**config.mk**
```make
export PLATFORM = sky130hd
export DESIGN_NAME = latc_core
export DESIGN_NICKNAME = d
export VERILOG_FILES = /design/src/hw/rtl/latc_pkg.sv /design/src/hw/rtl/latc_core.sv
export SDC_FILE = /design/constraint.sdc
export NUM_CORES = 1
export LEC_CHECK = 0
export BUFFER_PORTS_ARGS = -buffer_cell sky130_fd_sc_hd__buf_2
export CAP_MARGIN = 20
export CORE_UTILIZATION = 60
export DETAILED_ROUTE_END_ITERATION = 16
export PLACE_DENSITY = 0.81
export SETUP_SLACK_MARGIN = 0.5
export SYNTH_ARGS = -nofsm -noshare
export SYNTH_HDL_FRONTEND = slang
export SYNTH_SLANG_ARGS = --single-unit
```
**constraint.sdc**
```tcl
create_clock -name clk -period 8.1 [get_ports clk]
set_input_delay 0.405 -clock clk [delete_from_list [all_inputs] [get_ports clk]]
set_output_delay 0.405 -clock clk [all_outputs]
set_load 0.03 [all_outputs]
```
**src/hw/rtl/latc_pkg.sv**
```systemverilog
package latc_pkg;

  localparam int SAMPLE_W   = 16;
  localparam int OP_W       = 2;
  localparam int PHASE_W    = 2;
  localparam int CNT_W      = 10;
  localparam int CFG_ADDR_W = 2;
  localparam int CFG_DATA_W = 16;

  localparam int DEFAULT_BUFFER_DEPTH = 1024;

  // operation codes carried in the input tuser
  localparam logic [OP_W-1:0] OP_TICK = 2'd0;
  localparam logic [OP_W-1:0] OP_READ = 2'd1;
  localparam logic [OP_W-1:0] OP_ARM  = 2'd2;
  localparam logic [OP_W-1:0] OP_STOP = 2'd3;

  // capture phases
  localparam logic [PHASE_W-1:0] PH_IDLE     = 2'd0;
  localparam logic [PHASE_W-1:0] PH_ARMED    = 2'd1;
  localparam logic [PHASE_W-1:0] PH_COUNTING = 2'd2;
  localparam logic [PHASE_W-1:0] PH_READOUT  = 2'd3;

  // configuration register indexes
  localparam logic [CFG_ADDR_W-1:0] CFG_PIN_MASK   = 2'd0;
  localparam logic [CFG_ADDR_W-1:0] CFG_EDGE_LEVEL = 2'd1;
  localparam logic [CFG_ADDR_W-1:0] CFG_POST_COUNT = 2'd2;

  localparam logic [SAMPLE_W-1:0] RST_PIN_MASK   = 16'd1;
  localparam logic [SAMPLE_W-1:0] RST_EDGE_LEVEL = 16'd1;
  localparam logic [CNT_W-1:0]    RST_POST_COUNT = 10'd300;

  typedef struct packed {
    logic [PHASE_W-1:0] phase;
    logic               rd_valid;
    logic               rd_hit;
    logic               last;
    logic               fired;
  } step_t;

endpackage

```
**src/hw/rtl/latc_core.sv**
```systemverilog
module latc_core #(
  parameter int BUFFER_DEPTH = latc_pkg::DEFAULT_BUFFER_DEPTH
) (
  input  logic                                clk,
  input  logic                                rst_n,
  input  logic                                cfg_we,
  input  logic [latc_pkg::CFG_ADDR_W-1:0]     cfg_addr,
  input  logic [latc_pkg::CFG_DATA_W-1:0]     cfg_wdata,
  input  logic                                in_accept,
  input  logic [latc_pkg::OP_W-1:0]           op,
  input  logic [latc_pkg::SAMPLE_W-1:0]       sample,
  output logic                                ram_we,
  output logic [$clog2(BUFFER_DEPTH)-1:0]     ram_waddr,
  output logic [latc_pkg::SAMPLE_W-1:0]       ram_wdata,
  output logic                                ram_re,
  output logic [$clog2(BUFFER_DEPTH)-1:0]     ram_raddr,
  output latc_pkg::step_t                     step
);

  localparam int AW = $clog2(BUFFER_DEPTH);
  localparam logic [AW:0]   DEPTH_W = (AW+1)'(BUFFER_DEPTH);
  localparam logic [AW-1:0] LAST_IDX = AW'(BUFFER_DEPTH - 1);

  logic [latc_pkg::SAMPLE_W-1:0] pin_mask_r;
  logic [latc_pkg::SAMPLE_W-1:0] edge_level_r;
  logic [latc_pkg::CNT_W-1:0]    post_count_r;

  logic [latc_pkg::PHASE_W-1:0]  phase_r, phase_nxt;
  logic [AW-1:0]                 widx_r, widx_nxt;
  logic [latc_pkg::SAMPLE_W-1:0] prev_r, prev_nxt;
  logic [latc_pkg::CNT_W-1:0]    atc_r, atc_nxt;
  logic [AW-1:0]                 rc_r, rc_nxt;
  // entries below the fill count have been written since reset
  logic [AW:0]                   fill_r, fill_nxt;

  logic                          trig_hit;
  logic [latc_pkg::CNT_W-1:0]    limit;
  logic [latc_pkg::CNT_W-1:0]    atc_inc;
  logic [AW:0]                   rd_sum;
  logic [AW-1:0]                 rd_addr;
  logic [AW-1:0]                 widx_inc;
  logic                          rd_valid;
  logic                          rd_last;
  logic                          fired;

  always_ff @(posedge clk) begin
    if (!rst_n) begin
      pin_mask_r   <= latc_pkg::RST_PIN_MASK;
      edge_level_r <= latc_pkg::RST_EDGE_LEVEL;
      post_count_r <= latc_pkg::RST_POST_COUNT;
    end else if (cfg_we) begin
      case (cfg_addr)
        latc_pkg::CFG_PIN_MASK:   pin_mask_r   <= cfg_wdata;
        latc_pkg::CFG_EDGE_LEVEL: edge_level_r <= cfg_wdata;
        latc_pkg::CFG_POST_COUNT: post_count_r <= cfg_wdata[latc_pkg::CNT_W-1:0];
        default: ;
      endcase
    end
  end

  // edge: masked pin changed and its previous level matches the wanted one
  assign trig_hit = |((sample ^ prev_r) & pin_mask_r & ~(prev_r ^ edge_level_r));
  assign limit    = (post_count_r == '0) ? latc_pkg::CNT_W'(1) : post_count_r;
  assign atc_inc  = atc_r + latc_pkg::CNT_W'(1);
  assign widx_inc = (widx_r == LAST_IDX) ? '0 : widx_r + AW'(1);

  // oldest entry is the next one to be written
  assign rd_sum  = {1'b0, widx_r} + {1'b0, rc_r};
  assign rd_addr = (rd_sum >= DEPTH_W) ? AW'(rd_sum - DEPTH_W) : rd_sum[AW-1:0];

  always_comb begin
    phase_nxt = phase_r;
    widx_nxt  = widx_r;
    prev_nxt  = prev_r;
    atc_nxt   = atc_r;
    rc_nxt    = rc_r;
    fill_nxt  = fill_r;
    ram_we    = 1'b0;
    ram_re    = 1'b0;
    rd_valid  = 1'b0;
    rd_last   = 1'b0;
    fired     = 1'b0;
    if (in_accept) begin
      case (op)
        latc_pkg::OP_TICK: begin
          if (phase_r == latc_pkg::PH_ARMED || phase_r == latc_pkg::PH_COUNTING) begin
            ram_we   = 1'b1;
            widx_nxt = widx_inc;
            prev_nxt = sample;
            if (fill_r != DEPTH_W) begin
              fill_nxt = fill_r + (AW+1)'(1);
            end
            if (phase_r == latc_pkg::PH_ARMED) begin
              if (trig_hit) begin
                fired     = 1'b1;
                atc_nxt   = '0;
                phase_nxt = latc_pkg::PH_COUNTING;
              end
            end else begin
              atc_nxt = atc_inc;
              if (atc_inc >= limit) begin
                phase_nxt = latc_pkg::PH_READOUT;
                rc_nxt    = '0;
              end
            end
          end
        end
        latc_pkg::OP_READ: begin
          if (phase_r == latc_pkg::PH_READOUT) begin
            ram_re   = 1'b1;
            rd_valid = 1'b1;
            if (rc_r == LAST_IDX) begin
              rd_last   = 1'b1;
              rc_nxt    = '0;
              atc_nxt   = '0;
              phase_nxt = latc_pkg::PH_ARMED;
            end else begin
              rc_nxt = rc_r + AW'(1);
            end
          end
        end
        latc_pkg::OP_ARM: begin
          phase_nxt = latc_pkg::PH_ARMED;
          atc_nxt   = '0;
          rc_nxt    = '0;
        end
        default: begin
          phase_nxt = latc_pkg::PH_IDLE;
          atc_nxt   = '0;
          rc_nxt    = '0;
        end
      endcase
    end
  end

  always_ff @(posedge clk) begin
    if (!rst_n) begin
      phase_r <= latc_pkg::PH_IDLE;
      widx_r  <= '0;
      prev_r  <= '0;
      atc_r   <= '0;
      rc_r    <= '0;
      fill_r  <= '0;
    end else begin
      phase_r <= phase_nxt;
      widx_r  <= widx_nxt;
      prev_r  <= prev_nxt;
      atc_r   <= atc_nxt;
      rc_r    <= rc_nxt;
      fill_r  <= fill_nxt;
    end
  end

  assign ram_waddr = widx_r;
  assign ram_wdata = sample;
  assign ram_raddr = rd_addr;

  assign step.phase    = phase_nxt;
  assign step.rd_valid = rd_valid;
  assign step.rd_hit   = ({1'b0, rd_addr} < fill_r);
  assign step.last     = rd_last;
  assign step.fired    = fired;

`ifndef SYNTH
  a_fill_bound: assert property (@(posedge clk) disable iff (!rst_n)
    fill_r <= DEPTH_W)
    else $error("fill count beyond buffer depth");

  a_rearm: assert property (@(posedge clk) disable iff (!rst_n)
    in_accept && op == latc_pkg::OP_READ && phase_r == latc_pkg::PH_READOUT &&
    rc_r == LAST_IDX |=> phase_r == latc_pkg::PH_ARMED && rc_r == '0)
    else $error("engine did not re-arm after the final readout");

  a_fire_counts: assert property (@(posedge clk) disable iff (!rst_n)
    in_accept && fired |=> phase_r == latc_pkg::PH_COUNTING && atc_r == '0)
    else $error("trigger did not start the post-trigger count");
`endif

endmodule

```
Word level (Yosys, flattened, before mapping):

Cells that the tools add are included.

* flip-flop bits (word level): 101
* bits in latches: 0
* RAM bits: 0
* bits in read-only memories: 0
* input port bits: 40
* output and inout port bits: 44
* word-level logic and storage cells: 89
* memories kept: 0

* $add $sub $neg: 6
* $mul: 0
* divide/modulo/power cells: 0
* magnitude comparators: 3
* equal/unequal tests: 16
* shift operators: 0
* muxes and demuxes: 38
* bitwise gates (word level): 5
* reduce and logical (&&, ||, !) cells: 12

Operator list (number)
* $mux W10: 13
* $pmux W10 S2: 2
* $and A16 B16 Y16: 2
* $xor A16 B16 Y16: 2
* $add A10 B1 Y10 const B: 3
* $eq A10 B10 Y1 const B: 2
* $not A16 Y16: 1
* $reduce_or A16 Y1: 1
* $mux W1: 15
* $mux W2: 7
* $add A10 B10 Y11: 1
* $add A11 B1 Y11 const B: 1
* $ge A11 B11 Y1 const B: 1
* $lt A10 B11 Y1: 1
* $ne A11 B11 Y1 const B: 1
* $ge A10 B10 Y1: 1
* $logic_not A10 Y1: 1
* $ne A2 B2 Y1 const B: 5
* $reduce_and A5 Y1: 2
* $sub A10 B1 Y10 const B: 1
* $eq A2 B2 Y1 const B: 4
* $eq A2 B1 Y1 const B: 3
* $pmux W2 S3: 1
* $reduce_and A2 Y1: 3
* other kinds (5): 6

Longest topological paths before layout:

* word-level depth: 9
* gate-level depth with buffers: 12
* gate-level depth less buffers: 12

Worst setup path before layout:

Ideal clock, no wire load.

* path type: register to output
* start: register widx_r[1] (netlist: ram_waddr[1])
* end: output port step[2] (netlist bit)
* data arrival time: 3425 ps
* required time: 7695 ps
* slack: 4270 ps
* stages on the path, launching flop included: 12
* buffers on the path: 0
* path through: dfxtp_1 ha_1 a21o_1 a21oi_1 o21bai_1 a2111oi_0 nor2_1 xnor2_1 ha_1 o21a_1 o221ai_1 a211o_1

RTL lines
* from (decl): RTL line latc_core.sv:29 `logic [AW-1:0] widx_r, widx_nxt;`
* from (signal assigned): RTL line latc_core.sv:146 `widx_r <= widx_nxt;`
* to (decl): RTL line latc_core.sv:17 `output latc_pkg::step_t step`

==> run_results.csv <==
group,metric,value,unit
run_status,status,"finished clean",
clock_network,clk_latency,0.38,ns
synth,ys_seq_elements,101,
die,boundaryPins,84,
hold_path,worstHoldStart,"cfg_wdata[11]",
clock_network,cts_tree,"done",
sta,worst_slack,4.133,ns
critical_path,slowest_delay,0.61,ns
synth,yosysUniqueCellTypes,48,
sta,tns,0,ns
sta,hold_ws,0.2721,ns
sta,fin_crit_sh,48.98,%
sta,hold_viol,0,
detailed_routing,wire_per_inst,14.39,um
cells_and_area,multi_input_area,0.003347,mm^2
hold_path,hold-path-endpoint,"pin_mask_r[11]$_SDFFE_PN0P_",
hold_path,whs_path_depth,3,
sta,rsz0062_at_grt,"no",
clock_network,clk_path_buf_depth,2,
detailed_routing,drt-initial-drc-count,219,
synth,postSynthCellCount,714,
clock_network,cts-hold-fix-buffers,0,
placed_design,place_area,0.006103,mm^2
synth,synth-warning-count,0,
cells_and_area,syn_to_final_growth,9.533,%
clock_network,post_cts_buffers,0,
critical_path,cp_top_family,"compound AO/OA/AOI/OAI gates",
cells_and_area,final_common_cell,"nand2_1",
cells_and_area,diodes,0,
pwr,ir_drop,0.1225,mV
synth,seq_area_frac_synth,35.25,%
pwr,power,900.4,uW
sta,clock.fmax,0.2521,GHz
global_route,grt_max_degree,100,
critical_path,regToRegStartpoint,"atc_r[2]$_SDFFE_PN0P_",
die,die_width,99.77,um
cells_and_area,fillerInstances,774,
synth,ys.flop_type,"dfxtp_1",
critical_path,critPathKind,"flop to primary output",
clock_network,cts_sinks,101,
clock_network,cts_max_level,3,
detailed_routing,route.vias.total,5092,
sta,final_max_slew_viol_count,0,
die,die_area,0.009954,mm^2
cells_and_area,postLayoutCoreUtil,67.99,%
critical_path,required,7.70,ns
cells_and_area,nets,843,
critical_path,arrival,3.56,ns
critical_path,critPathSlowestCell,"a2111oi_0",
die,die_h,99.77,um
job,maxCapViolations,0,
die,num_rows,35,
cells_and_area,final_cell_mix,"nand2_1, dfxtp_1, buf_2, a21boi_0, ha_1",
sta,slew_headroom,26.62,%
placed_design,io_buffers,83,
synth,async_flop_share,0,%
critical_path,r2r_cells,11,
placed_design,place_ws,4.615,ns
placed_design,gp_congestion,0.9293,
cells_and_area,stdcell_count,900,
pwr,leakagePower,2.624,nW
critical_path,path_max_fanout,6,
synth,synth_nets,790,
synth,synth_edf_count,0,
clock_network,cts.root.buffer_cell,"clkbuf_8",
global_route,grt_pass1_vias,4690,
detailed_routing,firstDrtPassIters,5,
critical_path,r2r-end,"rc_r[9]$_SDFFE_PN0P_",
sta,max_slew.worst_pin.slew,1.096,ns
cells_and_area,seq_area,0.002022,mm^2
global_route,grt_pass1_wl,21.08,mm
global_route,grtUsageTotal,26.70,%
critical_path,start_kind,"flop",
detailed_routing,post-route-drc-count,0,
placed_design,dp_cells,885,
clock_network,cts_inserted_buffers,9,
synth,syn_area_per_cell,8.033,um^2
pwr,power.density,143.3,mW/mm^2
cells_and_area,fin_area,0.006282,mm^2
sta,clock_skew,0.008161,ns
critical_path,ff2ff_setup_slack,5.03,ns
die,initial_core_util,62.07,%
clock_network,cts_resized,0,
critical_path,cp-end-kind,"primary output",
detailed_routing,ant_nets,0,
global_route,gr-total-overflow,0,
sta,final.min_clock_period,3.967,ns
cells_and_area,drive_gt1_share,14.27,%
critical_path,worstPathCellList,"ha_1, a21o_1, a21oi_1, o21bai_1, a2111oi_0, nor2_1, xnor2_1, ha_1, or3_1, o221ai_1, a211o_1, buf_2",
placed_design,dpl.hpwl,9.365,mm
global_route,antenna_found_initial,0,
sta,setup_viol,0,
detailed_routing,via_per_inst,5.658,
synth,syn_area,0.005736,mm^2
hold_path,hold_path.class,"input port to flop",
critical_path,crit_buf_inv,1,
clock_network,path_clk_slew,0.10,ns
die,core,0.009240,mm^2
critical_path,path_common_cell,"ha_1",
detailed_routing,drt-total-wl,12.95,mm
how the worst max path moves through the flow:
stage | startpoint | endpoint | slack, ns | cells after the start
global route | ram_waddr[1]$_SDFFE_PN0P_ | step[2] | 4.00 | 12
floorplan | ram_waddr[1]$_SDFFE_PN0P_ | step[2] | 4.27 | 11
finish | ram_waddr[1]$_SDFFE_PN0P_ | step[2] | 4.13 | 12
detailed placement | ram_waddr[1]$_SDFFE_PN0P_ | step[2] | 4.61 | 12
global placement | rc_r[1]$_SDFFE_PN0P_ | step[2] | 4.70 | 12
CTS | ram_waddr[1]$_SDFFE_PN0P_ | step[2] | 4.15 | 12
registers in the layout (all words and copies together) (netlist names):
| signal | flops |
|---|---|
| edge_level_r | 16 |
| pin_mask_r | 16 |
| prev_r | 16 |
| fill_r | 11 |
| atc_r | 10 |
| post_count_r | 10 |
| ram_waddr | 10 |
| rc_r | 10 |
| phase_r | 2 |
where the power goes:
group          internal, mW  leakage (nW)  switching [mW]
clock network         0.122        0.0911           0.184
logic                0.0308          1.72          0.0530
registers             0.505         0.817         0.00545
total                 0.658          2.62           0.243
worst register-to-register path, stage by stage (launching register included):
cell and delay [ns]:
dfxtp_1 0.43, nand3_1 0.14, nor2_1 0.19, nand3_1 0.20, nor2_1 0.17, xor2_1 0.21
ha_1 0.28, o211ai_1 0.16, or3b_2 0.50, o211ai_2 0.37, a41o_1 0.23, and3_1 0.14
cells in the mapped netlist (all sizes together), types with 4 or more instances:
| cell | number | area, um^2 |
|---|---|---|
| buf | 20 | 150.1 |
| nand2 | 156 | 585.6 |
| nor3b | 10 | 75.07 |
| a22oi | 4 | 30.03 |
| dfxtp | 101 | 2022 |
| nor2 | 27 | 101.4 |
| nor3 | 6 | 30.03 |
| and3 | 11 | 68.82 |
| nand3b | 9 | 67.56 |
| o211ai | 6 | 50.05 |
| a31oi | 7 | 43.79 |
| o21ai | 36 | 180.2 |
| and2 | 12 | 75.07 |
| xnor2 | 20 | 175.2 |
| a21boi | 57 | 427.9 |
| nor2b | 6 | 37.54 |
| a41oi | 4 | 35.03 |
| mux2i | 10 | 100.1 |
| nand4 | 10 | 62.56 |
| nor4 | 5 | 31.28 |
| and3b | 8 | 70.07 |
| ha | 35 | 437.9 |
| nand2b | 10 | 62.56 |
| nand3 | 25 | 125.1 |
| xor2 | 13 | 113.9 |
| clkbuf | 25 | 93.84 |
| a21oi | 17 | 85.08 |
| inv | 33 | 123.9 |
layout make-up:
class / count / area share [%]
Sequential cell: 101 / 32.18
Inverter: 34 / 2.031
Tap cell: 129 / 2.569
Clock buffer: 10 / 2.191
Timing Repair Buffer: 87 / 7.090
Multi-Input combinational cell: 534 / 53.28
Clock inverter: 5 / 0.6572
metal layers:
layer / wire, um / vias to the layer above / track usage [%]
met5: 0 / - / 0
met4: 320 / 0 / 10.97
met3: 710 / 22 / 5.641
met2: 6260 / 149 / 47.06
met1: 5662 / 2378 / 31.53
li1: - / 2543 / -
kinds of logic after synthesis:
group                      synth area share [%]
muxes                                     1.745
AOI/OAI and AO/OA                         17.93
adders and majority gates                 7.984
DFF                                       35.25
buffers and inverters                     6.479
and+or+nand+nor                           25.57
xor gates and xnor gates                  5.039
Note: power is estimated with default switching activity, not from simulation.
